## src/design/assert_macros.svh

```systemverilog
// assertion macros shared by the design files
`ifndef ASSERT_MACROS_SVH
`define ASSERT_MACROS_SVH

// implication checked on every edge outside reset
`define ASSERT_IMPL(label, clk, rst, ante, cons) \
  label: assert property (@(posedge clk) disable iff (rst) (ante) |-> (cons)) \
    else $error("assertion failed");

// next-cycle implication checked outside reset
`define ASSERT_NEXT(label, clk, rst, ante, cons) \
  label: assert property (@(posedge clk) disable iff (rst) (ante) |=> (cons)) \
    else $error("assertion failed");

`endif

```

## src/design/esc_pkg.sv

```systemverilog
// ----------------------------------------------------------------------------
// esc_pkg
// Shared constants and types for the sensor compensation pipeline.
// ----------------------------------------------------------------------------
package esc_pkg;

  localparam int NUM_CFG = 6;
  localparam int CFG_W   = 48;
  localparam int IDX_W   = 3;

  typedef enum logic [IDX_W-1:0] {
    REG_TEMP_CAL    = 3'd0,
    REG_PRESS_CAL_A = 3'd1,
    REG_PRESS_CAL_B = 3'd2,
    REG_PRESS_CAL_C = 3'd3,
    REG_HUM_CAL_A   = 3'd4,
    REG_HUM_CAL_B   = 3'd5
  } cfg_reg_t;

  // division unit request bundle
  typedef struct packed {
    logic        valid;
    logic [31:0] num;
    logic [31:0] den;
    logic        dbl_after;
  } div_req_t;

  localparam int DIV_STAGES = 32;

  // arithmetic shift right of a 32-bit pattern
  function automatic logic [31:0] asr(input logic [31:0] x, input int n);
    asr = 32'($signed(x) >>> n);
  endfunction

  // 32x32 wrapping multiply (low 32 bits)
  function automatic logic [31:0] mul(input logic [31:0] a, input logic [31:0] b);
    logic [63:0] p;
    p = 64'(a) * 64'(b);
    mul = p[31:0];
  endfunction

endpackage

```

## src/design/esc_div.sv

```systemverilog
// ----------------------------------------------------------------------------
// esc_div
// Pipelined unsigned 32/32 restoring divider, one quotient bit per stage.
// ----------------------------------------------------------------------------
`include "assert_macros.svh"

module esc_div (
  input  logic                   clk,
  input  logic                   rst,
  input  logic                   en,
  input  logic [31:0]            num,
  input  logic [31:0]            den,
  input  logic                   dbl_after,
  output logic [31:0]            quo
);

  localparam int N = esc_pkg::DIV_STAGES;

  logic [31:0] rem_q [N+1];
  logic [31:0] quo_q [N+1];
  logic [31:0] den_q [N+1];
  logic        dbl_q [N+1];

  assign rem_q[0] = '0;
  assign quo_q[0] = num;
  assign den_q[0] = den;
  assign dbl_q[0] = dbl_after;

  // one quotient bit per stage, shifting the dividend out from the top
  for (genvar s = 0; s < N; s++) begin : g_stage
    logic [32:0] trial;
    logic [32:0] shifted;
    assign shifted = {rem_q[s], quo_q[s][31]};
    assign trial   = shifted - {1'b0, den_q[s]};
    always_ff @(posedge clk) begin
      if (en) begin
        if (!trial[32]) begin
          rem_q[s+1] <= trial[31:0];
          quo_q[s+1] <= {quo_q[s][30:0], 1'b1};
        end else begin
          rem_q[s+1] <= shifted[31:0];
          quo_q[s+1] <= {quo_q[s][30:0], 1'b0};
        end
        den_q[s+1] <= den_q[s];
        dbl_q[s+1] <= dbl_q[s];
      end
    end
  end

  assign quo = dbl_q[N] ? {quo_q[N][30:0], 1'b0} : quo_q[N];

  `ASSERT_NEXT(a_div_rem_below, clk, rst, en && den_q[N-1] != '0, rem_q[N] < den_q[N])

endmodule

```

## config.mk

```make
export PLATFORM = sky130hd
export DESIGN_NAME = esc_div
export DESIGN_NICKNAME = d
export VERILOG_FILES = /design/src/design/esc_pkg.sv /design/src/design/esc_div.sv
export VERILOG_INCLUDE_DIRS = /design/src /design/src/design
export SDC_FILE = /design/constraint.sdc
export NUM_CORES = 2
export LEC_CHECK = 0
export BUFFER_PORTS_ARGS = -buffer_cell sky130_fd_sc_hd__buf_2
export CAP_MARGIN = 0
export CORE_ASPECT_RATIO = 0.5
export CORE_UTILIZATION = 50
export CTS_BUF_LIST = sky130_fd_sc_hd__clkbuf_2 sky130_fd_sc_hd__clkbuf_4 sky130_fd_sc_hd__clkbuf_8
export DETAILED_ROUTE_END_ITERATION = 16
export PLACE_DENSITY = 0.66
export SYNTH_ARGS = -nofsm -noshare
export SYNTH_HDL_FRONTEND = slang
export SYNTH_SLANG_ARGS = --single-unit
export TNS_END_PERCENT = 20
```

## constraint.sdc

```tcl
create_clock -name clk -period 7 [get_ports clk]
set_clock_uncertainty 0.05 [all_clocks]
set_input_delay 0.7 -clock clk [delete_from_list [all_inputs] [get_ports clk]]
set_output_delay 0.7 -clock clk [all_outputs]
set_load 0.02 [all_outputs]
```

==> results.ini <==
[synthesis]
synth_ff_type = edfxtp_1
async_reset_ff_share_pct = 0
syn_avg_cell_area_sq_um = 12.72
synthesis.area_sq_um = 157000
ys_ff_latch = 3040
synth_edf_count = 3040
synth.distinct_cells = 109
seq_area_frac_synth_pct = 58.13
synth_warnings = 0
synth_cells = 12340

[critical_path]
cp-end-kind = flip-flop
required_ps = 7740
cp_max_fo = 61
arrival_ps = 6090
cp-start-kind = flip-flop
rrSetupSlack_ps = 1650
crit_chain = inv_1 -> ha_1 -> fa_1 -> nand2b_1 -> a211oi_1 -> o2111ai_1 -> a21oi_1 -> o221ai_1 -> o221a_2 -> o2111a_1 -> a311oi_4 -> buf_4 -> mux2_2
max_stage_delay_ps = 570
worstSetupPathType = flip-flop to flip-flop
critPathSlowestCell = a211oi_1

[floorplanning]
pin_count = 100
rows = 145
core_area_sq_um = 312400
die_x_um = 794.5
start_util_pct = 50.26
die_h_um = 398.3
die_area_sq_um = 316400

[global_route]
track_usage_pct = 18.74
antenna_found_initial = 4
grt_max_degree = 183
grt_first_pass_wirelength_um = 484300
grt_pass1_vias = 96140
grt-ovfl-total = 0

[sta]
maxSlewViolCount = 0
fin_setup_tns_ps = 0
tightest_slew_ps = 1349
post-route-period-util_pct = 76.47
relSlewSlack_pct = 9.109
rsz0062_at_grt = no
setup-violations-final = 0
fmax_mhz = 186.8
fin_crit_ps = 5353
final_hold_viol_count = 0
fin_ws_ps = 1647

[placement]
dp_cells = 16490
place_hpwl_um = 222900
io_buffers = 98
place_ws_ps = 1680
routabilityCongestion = 0.9333

[cells_and_area]
final-seq-area_sq_um = 91290
nNetsFinal = 13900
num-fill-cells = 25660
multi_input_area_sq_um = 60070
syn_to_final_growth_pct = 9.370
fin_cells = 17340
drive_gt1_share_pct = 13.12

[clock_network]
root_buffer = clkbuf_8
cts-buffers-inserted = 440
cts_tree = yes
insertion_delay_ps = 1060
clk_pin_slew_worst_paths_ps = 70
postCtsSetupBuffers = 0
ctsLongestPathBuffers = 4
cts_htree_levels = 5
clock_sinks = 3040
cts_resized = 0

[route]
wl_per_cell_um = 17.59
drtIter0Drc = 5103
firstDrtPassIters = 6
drc = 0
wl_um = 305100
dr_total_vias = 94390
ant_nets = 0
routed_via_density = 5.442

[pwr]
ir_drop_uv = 255.2
static-leakage-power_nw = 68.90
p_total_mw = 80.23
p_per_area_nw_per_um2 = 467.1

[run]
cap_viol_max_count = 0

[run_status]
status = complete, no violations

[hold_path]
holdCritPathClass = input port to flip-flop

-- per-layer routing --
layer  routed length (um)  track usage, %
met5                   18               0
met4                18600           10.84
met3                 9603           2.675
met2               157700           35.53
met1               119100           19.89
-- cells in the mapped netlist (all sizes together), types with 27 or more instances --
library cell | number | area (sq um)
xnor2 | 517 | 4543
o211ai | 68 | 515.5
mux2 | 811 | 9399
a211oi | 109 | 848.3
clkbuf | 145 | 544.3
o21ai | 581 | 2912
o21bai | 92 | 690.7
nor3 | 149 | 755.7
a21o | 426 | 3198
o311ai | 40 | 410.4
or3 | 48 | 300.3
ha | 993 | 12420
buf | 92 | 611.8
o21a | 155 | 1164
o2111ai | 29 | 290.3
or2 | 27 | 168.9
nor4 | 29 | 181.4
edfxtp | 3040 | 91290
and3 | 106 | 663.1
a21oi | 839 | 4207
nand4 | 103 | 650.6
nand3 | 216 | 1081
a31oi | 81 | 543.0
nand2 | 542 | 2034
and2 | 48 | 300.3
nor2 | 553 | 2076
xor2 | 240 | 2110
fa | 30 | 600.6
nor2b | 170 | 1064
inv | 1266 | 4757
nand2b | 173 | 1082
o31ai | 78 | 585.6
a2111oi | 37 | 354.1
a211o | 41 | 360.3
a21boi | 45 | 337.8
mux2i | 84 | 840.8
-- metrics by stage --
stage               hold WS (ps)  utilization [%]  area, sq um
detailed placement         354.5            52.08       162700
floorplan                  350.3                -       157100
finish                     307.1            54.97       171700
global route               200.4            54.97       171700
CTS                        141.2            54.97       171700
global placement           350.5            52.08       162700
-- state kept, by name, summed over array words and instances (netlist names) --
register / cells
quo_q: 993
den_q: 992
dbl_q: 32
g_stage.shifted: 1023
-- cell families (layout without fill, tap and decap cells) --
group	count (synthesis)	in the layout	synth area share [%]
flip-flops	3040	3040	58.13
AO/OA/AOI/OAI	2878	2878	12.01
AND/OR/NAND/NOR	2247	2247	7.030
buffers and inverters	1503	2297	3.766
adder cells (fa/ha/maj)	1023	1023	8.295
multiplexers	895	895	6.521
XOR/XNOR	757	757	4.237
other	1	18	0.002388
-- placed cells by master, fill, tap and decap left out, types with 29 or more instances in the layout --
| cell type | count |
|---|---|
| nand2b_1 | 173 |
| a21oi_1 | 836 |
| a21boi_0 | 40 |
| mux2_1 | 63 |
| clkinv_2 | 43 |
| buf_2 | 97 |
| nand3_1 | 216 |
| fa_1 | 30 |
| o211ai_1 | 67 |
| or3_1 | 48 |
| o21a_1 | 155 |
| a211oi_1 | 103 |
| nor3_1 | 147 |
| nand2_1 | 542 |
| a2111oi_0 | 30 |
| nor2_1 | 553 |
| edfxtp_1 | 3040 |
| clkbuf_4 | 162 |
| a211o_1 | 39 |
| clkbuf_8 | 442 |
| and2_1 | 48 |
| nor2b_1 | 170 |
| o31ai_1 | 78 |
| dlygate4sd3_1 | 66 |
| clkinv_1 | 105 |
| inv_1 | 1256 |
| buf_4 | 69 |
| a31oi_1 | 78 |
| mux2i_1 | 83 |
| ha_1 | 993 |
| mux2_4 | 71 |
| xor2_1 | 238 |
| a21o_1 | 426 |
| o21ai_0 | 561 |
| o21bai_1 | 92 |
| mux2_2 | 677 |
| nand4_1 | 102 |
| and3_1 | 106 |
| xnor2_1 | 510 |
| nor4_1 | 29 |
-- report_power, final --
| group | leakage, nW | internal (mW) | switching (mW) |
|---|---|---|---|
| combinational | 34.7 | 17.7 | 20.0 |
| sequential | 29.8 | 26.4 | 2.29 |
| clock | 4.44 | 7.04 | 6.80 |
| total | 68.9 | 51.2 | 29.1 |
-- path summary, 6_finish.rpt --
kind                         startpoint                     end  depth (start not counted)
setup / recovery  g_stage[5].shifted[0]  g_stage[6].shifted[11]                         13
setup reg to reg  g_stage[5].shifted[0]  g_stage[6].shifted[11]                         13
hold reg to reg               quo_q[46]               quo_q[15]                          0
hold / removal                  num[27]             quo_q[1020]                          2
-- cell type report --
class	count	area share (%)
clock inverter	177	0.6156
clock buffer	604	4.250
multi-input combinational	7815	34.98
timing repair buffer	250	1.179
inverter	1266	2.770
tap	4189	3.052
antenna	3	0.004371
sequential	3040	53.15
-- worst max-delay path: cells and delay by family, from the launching register on --
family	cells	cell delay [ps]
AO/OA/AOI/OAI	7	2650
adder cells (fa/ha/maj)	2	760
buffers and inverters	2	560
flip-flops	1	460
multiplexers	1	400
AND/OR/NAND/NOR	1	180
-- repair_timing --
item,CTS,global route
hold buffers,66,0
setup endpoints to repair,0,0
endpoints found under the hold margin,67,0
(Power assumes the default switching activity.)
